===== config.mk =====
export PLATFORM = sky130hd
export DESIGN_NAME = countdown_timer_stopwatch_top
export DESIGN_NICKNAME = d
export VERILOG_FILES = /design/src/sv/ctsw_pkg.sv /design/src/sv/ctsw_in_stage.sv /design/src/sv/ctsw_core.sv /design/src/sv/countdown_timer_stopwatch_top.sv
export SDC_FILE = /design/constraint.sdc
export NUM_CORES = 1
export LEC_CHECK = 0
export ABC_AREA = 1
export ABC_CLOCK_PERIOD_IN_PS = 12890
export BUFFER_PORTS_ARGS = -buffer_cell sky130_fd_sc_hd__buf_2
export CAP_MARGIN = 20
export CORE_MARGIN = 1.5
export CORE_UTILIZATION = 55
export CTS_CLUSTER_DIAMETER = 50
export CTS_CLUSTER_SIZE = 40
export DETAILED_ROUTE_END_ITERATION = 8
export PLACE_DENSITY = 0.73
export SYNTH_ARGS = -nofsm -noshare
export SYNTH_HDL_FRONTEND = slang
export SYNTH_SLANG_ARGS = --single-unit

===== constraint.sdc =====
create_clock -name clk -period 12.89 [get_ports clk]
set_clock_uncertainty 0.05 [all_clocks]
set_input_delay 1.289 -clock clk [delete_from_list [all_inputs] [get_ports clk]]
set_output_delay 1.289 -clock clk [all_outputs]
set_load 0.05 [all_outputs]

===== src/sv/ctsw_pkg.sv =====
// ----------------------------------------------------------------------------
// Countdown timer and stopwatch package
// Shared types, constants and register indexes for the timer block.
// ----------------------------------------------------------------------------
package ctsw_pkg;

  localparam int unsigned MIN_W  = 7;
  localparam int unsigned SEC_W  = 6;
  localparam int unsigned HUN_W  = 7;
  localparam int unsigned PRE_W  = 7;
  localparam int unsigned HOLD_W = 10;
  localparam int unsigned REP_W  = 8;
  localparam int unsigned CFG_W  = 10;

  localparam logic [MIN_W-1:0]  SET_LIMIT     = MIN_W'(59);
  localparam logic [SEC_W-1:0]  SEC_LIMIT     = SEC_W'(59);
  localparam logic [SEC_W-1:0]  SEC_WRAP      = SEC_W'(60);
  localparam logic [MIN_W-1:0]  MIN_WRAP      = MIN_W'(100);
  localparam logic [HUN_W-1:0]  HUN_WRAP      = HUN_W'(100);
  localparam logic [PRE_W-1:0]  TICKS_PER_SEC = PRE_W'(100);
  localparam logic [HOLD_W-1:0] HOLD_MAX      = HOLD_W'(1023);
  localparam logic [REP_W-1:0]  REPEAT_RESET  = REP_W'(20);
  localparam logic [HOLD_W-1:0] LONG_RESET    = HOLD_W'(200);

  typedef enum logic [2:0] {
    PAT_NONE  = 3'b000,
    PAT_ONE   = 3'b001,
    PAT_TWO   = 3'b010,
    PAT_THREE = 3'b100
  } pat_code_t;

  typedef enum logic {
    MODE_TIMER     = 1'b0,
    MODE_STOPWATCH = 1'b1
  } mode_t;

  typedef enum logic [1:0] {
    CFG_MODE   = 2'd0,
    CFG_REPEAT = 2'd1,
    CFG_LONG   = 2'd2
  } cfg_idx_t;

  typedef struct packed {
    mode_t              mode;
    logic [REP_W-1:0]   repeat_ticks;
    logic [HOLD_W-1:0]  long_press_ticks;
  } cfg_t;

  typedef struct packed {
    logic       valid;
    logic [2:0] pat;
  } btn_item_t;

endpackage


===== src/sv/ctsw_in_stage.sv =====
// ----------------------------------------------------------------------------
// Timer input stage
// Registers one button item and holds it until the update stage takes it.
// ----------------------------------------------------------------------------
module ctsw_in_stage (
  input  logic                clk,
  input  logic                rst_n,
  input  logic                in_valid,
  output logic                in_stall,
  input  logic                in_button_one,
  input  logic                in_button_two,
  input  logic                in_button_three,
  input  logic                take,
  output ctsw_pkg::btn_item_t item
);
  import ctsw_pkg::*;

  logic       valid_r;
  logic       valid_nxt;
  logic [2:0] pat_r;
  logic       load;

  assign in_stall = valid_r & ~take;
  assign load     = in_valid & ~in_stall;

  always_comb begin
    valid_nxt = valid_r;
    if (load) begin
      valid_nxt = 1'b1;
    end else if (take) begin
      valid_nxt = 1'b0;
    end
  end

  always_ff @(posedge clk) begin
    if (!rst_n) begin
      valid_r <= 1'b0;
    end else begin
      valid_r <= valid_nxt;
    end
  end

  always_ff @(posedge clk) begin
    if (load) begin
      pat_r <= {in_button_three, in_button_two, in_button_one};
    end
  end

  assign item.valid = valid_r;
  assign item.pat   = pat_r;

endmodule


===== src/sv/ctsw_core.sv =====
// ----------------------------------------------------------------------------
// Timer update stage
// Applies one tick to the timer state and registers the resulting item.
// ----------------------------------------------------------------------------
module ctsw_core (
  input  logic                  clk,
  input  logic                  rst_n,
  input  ctsw_pkg::cfg_t        cfg,
  input  ctsw_pkg::btn_item_t   item,
  output logic                  take,
  output logic                  out_valid,
  input  logic                  out_stall,
  output logic [ctsw_pkg::MIN_W-1:0] out_minutes,
  output logic [ctsw_pkg::SEC_W-1:0] out_seconds,
  output logic [ctsw_pkg::HUN_W-1:0] out_hundredths,
  output logic                  out_running,
  output logic                  out_alarm,
  output logic                  out_led
);
  import ctsw_pkg::*;

  logic [MIN_W-1:0]  min_r,   min_nxt;
  logic [SEC_W-1:0]  sec_r,   sec_nxt;
  logic [HUN_W-1:0]  hun_r,   hun_nxt;
  logic [PRE_W-1:0]  pre_r,   pre_nxt;
  logic              run_r,   run_nxt;
  logic              alarm_r, alarm_nxt;
  logic              led_r,   led_nxt;
  logic [HOLD_W-1:0] hold_r,  hold_nxt;
  logic [REP_W-1:0]  rep_r,   rep_nxt;
  logic [2:0]        last_r,  last_nxt;

  logic              ovalid_r, ovalid_nxt;
  logic [MIN_W-1:0]  omin_r;
  logic [SEC_W-1:0]  osec_r;
  logic [HUN_W-1:0]  ohun_r;
  logic              orun_r, oalarm_r, oled_r;

  logic [2:0]        pat;
  logic              step;
  logic [REP_W:0]    rep_inc;
  logic [PRE_W-1:0]  pre_inc;
  logic [HUN_W-1:0]  hun_inc;
  logic [SEC_W-1:0]  sec_inc;
  logic [MIN_W-1:0]  min_inc;

  assign pat     = item.pat;
  assign take    = item.valid & (~ovalid_r | ~out_stall);
  assign rep_inc = {1'b0, rep_r} + (REP_W+1)'(1);

  always_comb begin
    min_nxt   = min_r;
    sec_nxt   = sec_r;
    hun_nxt   = hun_r;
    pre_nxt   = pre_r;
    run_nxt   = run_r;
    alarm_nxt = alarm_r;
    led_nxt   = led_r;
    hold_nxt  = hold_r;
    rep_nxt   = rep_r;
    step      = 1'b0;
    pre_inc   = '0;
    hun_inc   = '0;
    sec_inc   = '0;
    min_inc   = '0;

    unique case (cfg.mode)
      MODE_TIMER: begin
        if ((pat == PAT_ONE || pat == PAT_TWO) && !run_r) begin
          alarm_nxt = 1'b0;
          if (last_r != pat) begin
            step    = 1'b1;
            rep_nxt = '0;
          end else if (rep_inc >= {1'b0, cfg.repeat_ticks}) begin
            step    = 1'b1;
            rep_nxt = '0;
          end else begin
            rep_nxt = rep_inc[REP_W-1:0];
          end
        end else begin
          rep_nxt = '0;
        end

        if (step) begin
          if (pat == PAT_ONE) begin
            if (min_r < SET_LIMIT) begin
              min_nxt = min_r + MIN_W'(1);
            end
          end else if (sec_r < SEC_LIMIT) begin
            sec_nxt = sec_r + SEC_W'(1);
          end
        end

        if (pat == PAT_THREE) begin
          if (hold_r != HOLD_MAX) begin
            hold_nxt = hold_r + HOLD_W'(1);
          end
        end else begin
          hold_nxt = '0;
          if (last_r == PAT_THREE) begin
            if (hold_r >= cfg.long_press_ticks) begin
              min_nxt   = '0;
              sec_nxt   = '0;
              alarm_nxt = 1'b0;
              run_nxt   = 1'b0;
            end else if (run_r) begin
              run_nxt = 1'b0;
            end else if (min_nxt != '0 || sec_nxt != '0) begin
              run_nxt   = 1'b1;
              alarm_nxt = 1'b0;
              pre_nxt   = '0;
              led_nxt   = 1'b0;
            end
          end
        end

        if (run_nxt) begin
          pre_inc = pre_nxt + PRE_W'(1);
          pre_nxt = pre_inc;
          if (pre_inc >= TICKS_PER_SEC) begin
            pre_nxt = '0;
            led_nxt = ~led_nxt;
            if (sec_nxt != '0) begin
              sec_nxt = sec_nxt - SEC_W'(1);
            end else if (min_nxt != '0) begin
              min_nxt = min_nxt - MIN_W'(1);
              sec_nxt = SEC_LIMIT;
            end
            if (min_nxt == '0 && sec_nxt == '0) begin
              alarm_nxt = 1'b1;
              run_nxt   = 1'b0;
            end
          end
        end
      end

      MODE_STOPWATCH: begin
        rep_nxt  = '0;
        hold_nxt = '0;
        if (pat == PAT_ONE && last_r != PAT_ONE) begin
          run_nxt = ~run_r;
        end else if (pat == PAT_TWO) begin
          run_nxt = 1'b0;
          min_nxt = '0;
          sec_nxt = '0;
          hun_nxt = '0;
        end
        if (run_nxt) begin
          led_nxt = 1'b1;
          hun_inc = hun_nxt + HUN_W'(1);
          hun_nxt = hun_inc;
          if (hun_inc >= HUN_WRAP) begin
            hun_nxt = '0;
            sec_inc = sec_nxt + SEC_W'(1);
            sec_nxt = sec_inc;
            if (sec_inc >= SEC_WRAP) begin
              sec_nxt = '0;
              min_inc = min_nxt + MIN_W'(1);
              min_nxt = (min_inc >= MIN_WRAP) ? '0 : min_inc;
            end
          end
        end
      end

      default: begin
      end
    endcase

    if (!run_nxt) begin
      led_nxt = alarm_nxt;
    end
    last_nxt = pat;
  end

  always_comb begin
    ovalid_nxt = ovalid_r;
    if (take) begin
      ovalid_nxt = 1'b1;
    end else if (!out_stall) begin
      ovalid_nxt = 1'b0;
    end
  end

  always_ff @(posedge clk) begin
    if (!rst_n) begin
      min_r    <= '0;
      sec_r    <= '0;
      hun_r    <= '0;
      pre_r    <= '0;
      run_r    <= 1'b0;
      alarm_r  <= 1'b0;
      led_r    <= 1'b0;
      hold_r   <= '0;
      rep_r    <= '0;
      last_r   <= PAT_NONE;
      ovalid_r <= 1'b0;
    end else begin
      ovalid_r <= ovalid_nxt;
      if (take) begin
        min_r   <= min_nxt;
        sec_r   <= sec_nxt;
        hun_r   <= hun_nxt;
        pre_r   <= pre_nxt;
        run_r   <= run_nxt;
        alarm_r <= alarm_nxt;
        led_r   <= led_nxt;
        hold_r  <= hold_nxt;
        rep_r   <= rep_nxt;
        last_r  <= last_nxt;
      end
    end
  end

  always_ff @(posedge clk) begin
    if (take) begin
      omin_r   <= min_nxt;
      osec_r   <= sec_nxt;
      ohun_r   <= (cfg.mode == MODE_STOPWATCH) ? hun_nxt : '0;
      orun_r   <= run_nxt;
      oalarm_r <= alarm_nxt;
      oled_r   <= led_nxt;
    end
  end

  assign out_valid      = ovalid_r;
  assign out_minutes    = omin_r;
  assign out_seconds    = osec_r;
  assign out_hundredths = ohun_r;
  assign out_running    = orun_r;
  assign out_alarm      = oalarm_r;
  assign out_led        = oled_r;

endmodule


===== src/sv/countdown_timer_stopwatch_top.sv =====
// ----------------------------------------------------------------------------
// Countdown timer and stopwatch
// One 10 ms tick item with three button levels in, one display item out.
//
//   Port group  Handshake           Payload
//   in_         in_valid/in_stall   in_button_one, in_button_two, in_button_three
//   out_        out_valid/out_stall minutes, seconds, hundredths, running, alarm, led
//   cfg_        cfg_wr_en           cfg_index, cfg_wdata
//
// An accepted item passes through the input register, then through the update
// logic into the result register.
// One item is accepted every cycle while the result side keeps up.
// Reset clears all timer state and loads the register reset values.
// A stalled result register holds its item and stalls the input stage behind it.
// ----------------------------------------------------------------------------
module countdown_timer_stopwatch_top (
  input  logic                         clk,
  input  logic                         rst_n,
  input  logic                         in_valid,
  output logic                         in_stall,
  input  logic                         in_button_one,
  input  logic                         in_button_two,
  input  logic                         in_button_three,
  output logic                         out_valid,
  input  logic                         out_stall,
  output logic [ctsw_pkg::MIN_W-1:0]   out_minutes,
  output logic [ctsw_pkg::SEC_W-1:0]   out_seconds,
  output logic [ctsw_pkg::HUN_W-1:0]   out_hundredths,
  output logic                         out_running,
  output logic                         out_alarm,
  output logic                         out_led,
  input  logic                         cfg_wr_en,
  input  logic [1:0]                   cfg_index,
  input  logic [ctsw_pkg::CFG_W-1:0]   cfg_wdata
);
  import ctsw_pkg::*;

  cfg_t      cfg_r;
  cfg_t      cfg_nxt;
  btn_item_t item;
  logic      take;

  always_comb begin
    cfg_nxt = cfg_r;
    if (cfg_wr_en) begin
      unique case (cfg_idx_t'(cfg_index))
        CFG_MODE:   cfg_nxt.mode             = mode_t'(cfg_wdata[0]);
        CFG_REPEAT: cfg_nxt.repeat_ticks     = cfg_wdata[REP_W-1:0];
        CFG_LONG:   cfg_nxt.long_press_ticks = cfg_wdata[HOLD_W-1:0];
        default: begin
        end
      endcase
    end
  end

  always_ff @(posedge clk) begin
    if (!rst_n) begin
      cfg_r.mode             <= MODE_TIMER;
      cfg_r.repeat_ticks     <= REPEAT_RESET;
      cfg_r.long_press_ticks <= LONG_RESET;
    end else begin
      cfg_r <= cfg_nxt;
    end
  end

  ctsw_in_stage u_in_stage (
    .clk             (clk),
    .rst_n           (rst_n),
    .in_valid        (in_valid),
    .in_stall        (in_stall),
    .in_button_one   (in_button_one),
    .in_button_two   (in_button_two),
    .in_button_three (in_button_three),
    .take            (take),
    .item            (item)
  );

  ctsw_core u_core (
    .clk            (clk),
    .rst_n          (rst_n),
    .cfg            (cfg_r),
    .item           (item),
    .take           (take),
    .out_valid      (out_valid),
    .out_stall      (out_stall),
    .out_minutes    (out_minutes),
    .out_seconds    (out_seconds),
    .out_hundredths (out_hundredths),
    .out_running    (out_running),
    .out_alarm      (out_alarm),
    .out_led        (out_led)
  );

  a_stall_only_when_full: assert property (@(posedge clk) disable iff (!rst_n)
    !item.valid |-> !in_stall)
    else $error("input stalled with an empty input register");

  a_led_shows_alarm: assert property (@(posedge clk) disable iff (!rst_n)
    (out_valid && !out_running) |-> (out_led == out_alarm))
    else $error("stopped timer LED differs from alarm");

  a_time_in_range: assert property (@(posedge clk) disable iff (!rst_n)
    out_valid |-> (out_seconds <= SEC_LIMIT && out_minutes < MIN_WRAP))
    else $error("displayed time out of range");

  a_timer_no_hundredths: assert property (@(posedge clk) disable iff (!rst_n)
    (out_valid && cfg_r.mode == MODE_TIMER) |-> (out_hundredths == '0))
    else $error("hundredths shown in countdown mode");

endmodule


# Word level (Yosys, flattened, before mapping)
# Cells that the tools add are included.
[totals]
ff_bits = 98
input_bits = 20
output_inout_bits = 25
word_cells = 189
[op_classes]
addsub = 10
n_lt_le_gt_ge = 8
n_eq_ne = 11
n_mux = 108
bitwise_logic = 11
reduce_logical = 19
[ops]
columns = ["op", "n"]
rows = [
  ["$mux W7", 36],
  ["$mux W6", 21],
  ["$mux W1", 40],
  ["$add A7 B1 Y7 const B", 4],
  ["$mux W8", 3],
  ["$ge A7 B7 Y1 const B", 3],
  ["$mux W10", 2],
  ["$pmux W10 S2", 1],
  ["$pmux W8 S2", 1],
  ["$pmux W7 S2", 1],
  ["$reduce_bool A7 Y1", 2],
  ["$add A6 B1 Y6 const B", 2],
  ["$pmux W6 S2", 1],
  ["$reduce_bool A6 Y1", 2],
  ["$add A10 B1 Y10 const B", 1],
  ["$ge A10 B10 Y1", 1],
  ["$ne A10 B10 Y1 const B", 1],
  ["$reduce_and A2 Y1", 5],
  ["$add A8 B1 Y9 const B", 1],
  ["$ge A9 B8 Y1", 1],
  ["$logic_not A7 Y1", 1],
  ["$lt A7 B6 Y1 const B", 1],
  ["$not A1 Y1", 7],
  ["$sub A7 B1 Y7 const B", 1],
  ["21 further kinds", 28],
]

# Logic depth before layout (Yosys ltp)
# Gate-level depths: netlist of run 1.
[depth]
word_depth = 28
mapped_depth = 38
depth_no_buf = 37

# Hierarchy
# Synthesis of run 1 repeated with hierarchy kept, for this count alone.
[hier_totals]
hier_cells = 1045
hier_area_um2 = 6937.9
[by_module_without_submodules]
columns = ["mod", "instances", "cells_each", "area_per_inst_um2", "seq_area_each_um2"]
rows = [
  ["ctsw_core", 1, 919, 5978.2, 1731.7],
  ["countdown_timer_stopwatch_top", 1, 114, 812.0, 380.4],
  ["ctsw_in_stage", 1, 12, 147.6, 110.1],
]

# Worst setup path before layout of run 1
# OpenSTA, ideal clock, no wires.
[synth_path]
path_kind = "register to register"
startpoint = "register u_core.rep_r[0]"
endpoint = "register u_core.oled_r, in the netlist u_core.out_led (data pin)"
setup_time_ps = 252
t_arrival_ps = 3794
t_required_ps = 12588
setup_slack_ps = 8794
stages_incl_launch_ff = 38
path_buffers = 3
cell_sequence = "dfxtp_1 ha_1 nand3_1 nand3b_1 xor2_1 inv_1 ha_1 nand2_1 inv_1 nand2_1 nand2_1 nand2_1 nand2_2 buf_6 nand3_1 nand2_1 nand3_1 nor2_1 (+2 left out) buf_6 nand2_1 inv_1 ha_1 nand2_1 inv_1 nand3_1 nor2_1 nand2_1 nand2_1 nand2_4 nor2_8 buf_6 nand2_1 nand3_1 nand2_1 nand2_1 inv_1"
[synth_between]
elab_chain_len = 25
elab_cells_between_ends = 76
classes_between = "add/sub (4); order compare (2); mux (61); bitwise (1); reduce/logical (8)"
[synth_rtl]
columns = ["element", "line", "text"]
rows = [
  ["start, declared", "ctsw_core.sv:30", "logic [REP_W-1:0] rep_r, rep_nxt;"],
  ["start signal, assigned", "ctsw_core.sv:208", "rep_r <= rep_nxt;"],
  ["$add A8 B1 Y9 *", "ctsw_core.sv:49", "assign rep_inc = {1'b0, rep_r} + (REP_W+1)'(1);"],
  ["$ge A9 B8 Y1 *", "ctsw_core.sv:74", "end else if (rep_inc >= {1'b0, cfg.repeat_ticks}) begin"],
  ["$mux W1 *", "ctsw_core.sv:74", ""],
  ["$mux W1 *", "ctsw_core.sv:71", "if (last_r != pat) begin"],
  ["$mux W1 *", "ctsw_core.sv:69", "if ((pat == PAT_ONE || pat == PAT_TWO) && !run_r) begin"],
  ["$mux W1 *", "ctsw_core.sv:67", "unique case (cfg.mode)"],
  ["branches (longest 18 deep; another with $add A7 B1 Y7)", "n/a", ""],
  ["$mux W1 *", "ctsw_core.sv:169", "if (!run_nxt) begin"],
  ["via u_core.led_nxt", "ctsw_core.sv:28", "logic led_r, led_nxt;"],
  ["end signal, assigned", "ctsw_core.sv:221", "oled_r <= led_nxt;"],
  ["end, declared", "ctsw_core.sv:37", "logic orun_r, oalarm_r, oled_r;"],
]
# Mark *: on every way through the listed nets, which the timed path passes. The select of a mux whose other input is x is not followed.
# A chain may end at the register's enable or synchronous reset.

# Final worst setup path of run 1
# Same ends and word-level chain as after synthesis.

==> flow_metrics.env, run 1 <==
export IMPL_cap_viol_max_count=0
export IMPL_synth_fa_ha_area_share_pct=5.36
export IMPL_ctsHoldBuffers=0
export IMPL_slowest_stage="dfxtp_1"
export IMPL_antenna_left=0
export IMPL_numPortBuffers=44
export IMPL_power_share_sequential_pct=43.6
export IMPL_synth_edff_count=26
export IMPL_placed_cell_area_um2=7040
export IMPL_syn_num_nets=1053
export IMPL_n_antenna_cell=0
export IMPL_use_met1_pct=35.6
export IMPL_worst_ep_required_time_ns=12.95
export IMPL_finalPower_uw=790
export IMPL_r2r_setup_slack_ns=8.07
export IMPL_yosys_area_share_simple_pct=32.5
export IMPL_post_cts_setup_buffers=0
export IMPL_crit_type="reg -> reg"
export IMPL_fill_cells=1118
export IMPL_final_common_cell="nand2_1"
export IMPL_synth_compound_area_share_pct=15.3
export IMPL_power_density_nw_per_um2=108
export IMPL_fin_crit_sh_pct=37.4
export IMPL_path_common_cell="nand2_1"
export IMPL_overflow=0
export IMPL_coreArea_um2=12000
export IMPL_grt_max_degree=43
export IMPL_synth_xor_area_share_pct=2.71
export IMPL_synth_top_area_share_pct=21.3
export IMPL_rr_worst_depth=28
export IMPL_rows=40
export IMPL_critPathMaxFanout=15
export IMPL_power_static_leakage_uw=0.00358
export IMPL_pwr_share_clk_pct=32.8
export IMPL_p_sw_uw=269
export IMPL_top_usage_layer="met2"
export IMPL_met3_usage_pct=3.99
export IMPL_yosys_area_top_type="dfxtp_1"
export IMPL_hold_viol_final=0
export IMPL_relSlewSlack_pct=34.0
export IMPL_via_per_inst=5.45
export IMPL_yosys_warnings=0
export IMPL_antenna_found_initial=0
export IMPL_cp_arrival_ns=4.88
export IMPL_cts_buffers=9
export IMPL_whs_endpoint="cfg_r[4]$_SDFFE_PN0P_"
export IMPL_critPathMaxStageDelay_ns=0.38
export IMPL_period_minus_slack_ns=4.82
export IMPL_hold_class="reg -> reg"
export IMPL_area_delta_synth_final_pct=7.96
export IMPL_hold_ws_ns=0.414
export IMPL_hold_path_cell_count=2
export IMPL_ys_seq_elements=98
export IMPL_endpoint_kind="flop"
export IMPL_hpwl_um=11900
export IMPL_swShare_pct=34.1
export IMPL_rsz0062_at_grt="no"
export IMPL_fin_nets=1078
export IMPL_cts_tree="built"
export IMPL_synth_top_family_by_area="simple AND/OR/NAND/NOR gates"
export IMPL_stdcell_area_um2=7310
export IMPL_avgSynthCellArea_um2=6.75
export IMPL_syn_area_um2=6780
export IMPL_ys_top_cells_by_area="dfxtp_1, nand2_1, edfxtp_1"
export IMPL_synth_distinct_cells=49
export IMPL_ioPinCount=45
export IMPL_outcome="finished clean"
export IMPL_clockBufferDepth=2
export IMPL_seq_area_um2=2220
export IMPL_muxShareOfSynthArea_pct=0
export IMPL_worst_pin_slew_ns=0.984
export IMPL_globalRouteTotalUtil_pct=26.4
export IMPL_combinationalPowerShare_pct=23.6
export IMPL_grt_pass1_wl_um=27400
export IMPL_worstHoldStart="cfg_r[4]$_SDFFE_PN0P_"
export IMPL_layout_common_cells="nand2_1, inv_1, nand3_1"
export IMPL_p_int_uw=521
export IMPL_fmax_mhz=207
export IMPL_cts_resized=0
export IMPL_drtPass1Iterations=5
export IMPL_r2r_end="u_core.out_led$_DFFE_PP_"
export IMPL_synth_main_ff_cell="dfxtp_1"
export IMPL_fp_dieW_um=114
export IMPL_start_kind="flop"
export IMPL_post_drt_wl_per_cell_um=13.8
export IMPL_htree_levels=3
export IMPL_dieArea_um2=13000
export IMPL_start_util_pct=56.4
export IMPL_first_global_vias=5852
export IMPL_netlist_instances=1004
export IMPL_cts_root_buf="clkbuf_16"
export IMPL_finalWirelength_um=16300
export IMPL_cts_clk_slew_worst_paths_ns=0.07
export IMPL_r2r_start="u_core.rep_r[0]$_SDFFE_PN0P_"
export IMPL_synthArstFlopShare_pct=0
export IMPL_grt_met2_usage_pct=41.7
export IMPL_clock_latency_ns=0.36
export IMPL_final_max_slew_violation_count=0
export IMPL_setup_viol=0
export IMPL_fin_tns_setup_ns=0
export IMPL_first_iter_violations=534
export IMPL_drive_above_1_share_pct=10.9
export IMPL_gp_congestion=0.898
export IMPL_num_vias=6440
export IMPL_drcViolationCount=0
export IMPL_clock_sinks=98
export IMPL_ys_seq_area_share_pct=32.8
export IMPL_multi_input_area_um2=3790
export IMPL_max_vdd_ir_drop_mv=0.0729
export IMPL_die_h_um=114
## layer usage
layer	vias up	part of all wire [%]
met5	-	0
met4	0	3.3
met3	39	5.6
met2	193	45
met1	2858	46
li1	3350	-
## flip-flops by register name (all words and copies together) (netlist names)
signal                 cells
u_core.run_r               1
u_core.last_r              3
u_core.min_r               7
u_core.out_minutes         7
u_core.out_running         1
u_core.out_seconds         6
u_core.out_hundredths      7
u_core.led_r               1
u_core.hun_r               7
u_core.out_led             1
u_core.sec_r               6
cfg_r                     19
u_core.rep_r               8
u_in_stage.valid_r         1
u_in_stage.pat_r           3
u_core.hold_r             10
u_core.out_alarm           1
u_core.out_valid           1
u_core.alarm_r             1
u_core.pre_r               7
## how the worst max path moves through the flow
stage | to | slack (ns) | cells past startpoint | startpoint
after global routing | u_core.sec_r[2]$_SDFFE_PN0P_ | 7.53 | 36 | u_core.rep_r[0]$_SDFFE_PN0P_
after CTS | u_core.out_led$_DFFE_PP_ | 8.13 | 28 | u_core.rep_r[0]$_SDFFE_PN0P_
after global placement | u_core.out_led$_DFFE_PP_ | 8.17 | 27 | u_core.rep_r[0]$_SDFFE_PN0P_
after floorplan | u_core.out_led$_DFFE_PP_ | 8.79 | 37 | u_core.rep_r[0]$_SDFFE_PN0P_
final | u_core.out_led$_DFFE_PP_ | 8.07 | 28 | u_core.rep_r[0]$_SDFFE_PN0P_
after detailed placement | u_core.out_led$_DFFE_PP_ | 8.17 | 25 | u_core.rep_r[0]$_SDFFE_PN0P_
## layout make-up
cell class	instances	share of cell area (%)
Clock inverter	7	0.718
Sequential cell	98	30.4
Inverter	158	8.11
Multi-Input combinational cell	715	51.9
Clock buffer	9	3.08
Tap cell	147	2.51
Timing Repair Buffer	47	3.32
## cell usage after synthesis (all sizes together) (17+ instances only)
library cell,instances
edfxtp,26
nand2,274
nor2,67
a21oi,70
o21ai,62
clkbuf,20
nor3,19
inv,155
ha,29
o211ai,24
xor2,17
dfxtp,72
nand3,97
## power groups by stage
stage | registers [uW] | clock network, uW | logic [uW]
3_5_place_dp | 351 | 0 | 184
5_1_grt | 345 | 274 | 210
6_report | 344 | 259 | 186
2_1_floorplan | 362 | 0 | 133
3_3_place_gp | 351 | 0 | 184
4_1_cts | 344 | 263 | 184
## cell families after synthesis
kind of cell             after synthesis
adder cells (fa/ha/maj)               29
XOR/XNOR                              21
flip-flops                            98
buffers and inverters                191
AO/OA/AOI/OAI                        178
AND/OR/NAND/NOR                      487
## through the flow
stage	util (%)	setup WS [ns]	std cells
floorplan	-	8.79	1004
global placement	58.6	8.17	1165
detailed placement	58.6	8.17	1165
CTS	60.9	8.13	1181
global route	60.9	7.53	1181
finish	60.9	8.07	1181
## critical path, delay by kind of cell (launching register included)
| family | cells | cell delay (ns) |
|---|---|---|
| compound gates | 1 | 0.19 |
| xor+xnor | 2 | 0.51 |
| fa+ha+maj | 3 | 0.70 |
| buf+inv | 3 | 0.18 |
| flops | 1 | 0.38 |
| simple gates | 19 | 2.56 |
(Power assumes the default switching activity.)
==> run 2: changes to the inputs <==
ABC_AREA = 0   (was 1)
ABC_CLOCK_PERIOD_IN_PS = 5000   (was 12890)
clock period = 5 ns   (was 12.89 ns; I/O delays follow)
==> run 2 against run 1 <==
  * The run now ends with negative setup slack left
  * Synthesized cell count down 17%
  * Register-to-register slack got worse by 8.2 ns
  * Non-clock buffer count is 77 higher
  * Sequential share of layout area down 3.1 points
  * Cell area increased by 12%
  * Utilization is 7.3 points higher
  * Critical path depth decreased by 4
  * Count of clock-buffer cells in the layout grew 1
  * Area after synthesis decreased by 0.61%
  * Cell count fell by 8.5%
  * Largest power group unchanged
  * Highest routed layer unchanged
==> flow_metrics.env, run 2 <==
export IMPL_clock_latency_ns=0.35
export IMPL_fin_ws_ns=-0.126
export IMPL_finalWirelength_um=19200
export IMPL_drtPass1Iterations=5
export IMPL_critPathMaxFanout=5
export IMPL_cts_tree="built"
export IMPL_endpoint_kind="flop"
export IMPL_reg_top3="cfg_r: 19 flops, u_core.hold_r: 10 flops, u_core.rep_r: 8 flops"
export IMPL_cts_buffers=9
export IMPL_start_kind="flop"
export IMPL_period_minus_slack_ns=5.13
export IMPL_seq_area_um2=2230
export IMPL_avgSynthCellArea_um2=8.04
export IMPL_synthArstFlopShare_pct=0
export IMPL_outcome="finished, violations left"
export IMPL_hold_viol_final=0
export IMPL_regMostFlops="cfg_r"
export IMPL_yosys_area_top_type="dfxtp_1"
export IMPL_synth_main_ff_cell="dfxtp_1"
export IMPL_worst_ep_required_time_ns=5.06
export IMPL_violations="negative setup slack"
export IMPL_numPortBuffers=44
export IMPL_ioPinCount=45
export IMPL_grt_max_degree=34
export IMPL_n_antenna_cell=0
export IMPL_relSlewSlack_pct=32.8
export IMPL_synth_distinct_cells=88
export IMPL_yosysMostFrequentCell="nand2_1"
export IMPL_worst_pin_slew_ns=0.998
export IMPL_setup_viol=11
export IMPL_antenna_found_initial=0
export IMPL_hold_ws_ns=0.272
export IMPL_stdcell_area_um2=8160
export IMPL_gp_congestion=0.959
export IMPL_first_global_vias=6354
export IMPL_via_per_inst=6.24
export IMPL_htree_levels=3
export IMPL_drive_above_1_share_pct=24.4
export IMPL_first_iter_violations=539
export IMPL_drcViolationCount=0
export IMPL_fill_cells=976
export IMPL_placed_cell_area_um2=7500
export IMPL_power_density_nw_per_um2=237
export IMPL_yosys_warnings=0
export IMPL_fmax_mhz=195
export IMPL_ys_seq_area_share_pct=33.0
export IMPL_power_static_leakage_uw=0.00323
export IMPL_synth_edff_count=26
export IMPL_largest_reg_flops=19
export IMPL_area_delta_synth_final_pct=21.2
export IMPL_cts_root_buf="clkbuf_16"
export IMPL_synth_top_area_share_pct=21.4
export IMPL_crit_type="reg -> reg"
export IMPL_dieArea_um2=12900
export IMPL_globalRouteTotalUtil_pct=29.9
export IMPL_rr_worst_depth=24
export IMPL_die_h_um=114
export IMPL_antenna_left=0
export IMPL_multi_input_area_um2=4480
export IMPL_dp_cells=1047
export IMPL_fp_dieW_um=114
export IMPL_hold_class="in -> reg"
export IMPL_coreArea_um2=12000
export IMPL_fin_crit_sh_pct=103
export IMPL_ys_seq_elements=98
export IMPL_fin_nets=978
export IMPL_ys_top_cells_by_area="dfxtp_1, edfxtp_1, a21oi_1"
export IMPL_cts_clk_slew_worst_paths_ns=0.07
export IMPL_grt_pass1_wl_um=30700
export IMPL_yosys_top_cells_count="nand2_1, nor2_1, a21oi_1, dfxtp_1, o21ai_0"
export IMPL_final_common_cell="nand2_1"
export IMPL_start_util_pct=56.3
export IMPL_post_drt_wl_per_cell_um=17.8
export IMPL_syn_area_um2=6730
export IMPL_rows=40
export IMPL_rsz0062_at_grt="yes"
export IMPL_max_vdd_ir_drop_mv=0.189
export IMPL_clock_sinks=98
export IMPL_netlist_instances=838
export IMPL_syn_num_nets=887
export IMPL_hpwl_um=13700
export IMPL_clockBufferDepth=2
export IMPL_final_max_slew_violation_count=0
export IMPL_cp_arrival_ns=5.19
export IMPL_layout_common_cells="nand2_1, nor2_1, buf_4"
export IMPL_hold_path_cell_count=1
export IMPL_num_vias=6746
export IMPL_finalNonFillerCells=1081
export IMPL_cap_viol_max_count=0
export IMPL_ctsHoldBuffers=0
export IMPL_overflow=0
## run 2: cell types whose count changed after synthesis, sizes merged, moves of 9 or more
cell,change
and3,+21
or3,+11
nor2,+20
inv,-122
clkbuf,+17
o211ai,-13
mux2i,+11
nand4,-9
a211oi,+16
and2,+9
nand3,-63
xnor2,+16
nor2b,+11
nand2,-176
## run 2: worst max-delay path, cell delays in order, from the launching register on
cell and delay, ns:
dfxtp_2 0.36, and3_4 0.21, and3_4 0.21, nand3_4 0.10, xnor2_4 0.17, ha_4 0.18
nor4_4 0.32, o211ai_1 0.21, o2111ai_2 0.33, a211oi_2 0.11, o31a_1 0.35, a31oi_4 0.21
nor2b_2 0.07, ha_2 0.19, and3_4 0.18, buf_4 0.13, a221oi_2 0.21, o21ai_1 0.11
o21ai_2 0.09, nand3_2 0.16, a211oi_2 0.20, buf_4 0.17, nor4b_4 0.26, xor2_2 0.13
o21a_1 0.18
## run 2: worst paths after layout
check / start / end / slack [ns]
worst max-delay path: u_core.rep_r[1]$_SDFFE_PN0P_ / u_core.out_minutes[4]$_DFFE_PP_ / -0.13
worst min register to register: cfg_r[2]$_SDFFE_PN0P_ / cfg_r[2]$_SDFFE_PN0P_ / 0.41
worst min-delay path: in_button_three / u_in_stage.pat_r[2]$_DFFE_PP_ / 0.27
worst max register to register: u_core.rep_r[1]$_SDFFE_PN0P_ / u_core.out_minutes[4]$_DFFE_PP_ / -0.13
## run 2: metrics by stage
step	total power, uW	utilization, %	setup WS [ns]	setup TNS (ns)
finish	1930	68.2	-0.126	-0.717
CTS	1920	66.6	-0.111	-0.288
floorplan	1110	-	-0.112	-0.116
detailed placement	1210	62.7	-0.365	-2.84
global placement	1210	62.7	-0.152	-0.419
global route	2000	68.2	-0.270	-3.94
## run 2: area by class of cell
| type | count | share of cell area (%) |
|---|---|---|
| multi-input combinational | 663 | 54.9 |
| sequential | 98 | 27.3 |
| timing repair buffer | 124 | 10.3 |
| clock buffer | 10 | 3.07 |
| tap | 147 | 2.25 |
| inverter | 33 | 1.52 |
| clock inverter | 6 | 0.629 |
## run 2: what timing repair did
item                       in CTS  in global routing
buffers inserted                8                 11
setup endpoints to repair      24                 38
resized for setup              22                 30
pin swaps                      22                 14
## run 2: metal layers
metal / vias to the layer above / track usage [%] / routed length, um
met5: - / 0 / 0
met4: 0 / 11.6 / 633
met3: 60 / 6.91 / 1730
met2: 305 / 51.0 / 9300
met1: 3159 / 36.7 / 7580
li1: 3222 / - / -
## run 2: cell families after synthesis
| kind of cell | Yosys count | synth area share (%) |
|---|---|---|
| AO/OA/AOI/OAI | 233 | 23.5 |
| XOR/XNOR | 37 | 5.20 |
| adder cells (fa/ha/maj) | 29 | 5.39 |
| buffers and inverters | 77 | 4.66 |
| flip-flops | 98 | 33.0 |
| multiplexers | 14 | 2.14 |
| AND/OR/NAND/NOR | 350 | 26.1 |
## run 2: power breakdown
group	internal [uW]	leakage (uW)	switching (uW)
clock network	377	0.000152	325
registers	840	0.000835	19.9
logic	139	0.00225	232
total	1360	0.00323	577
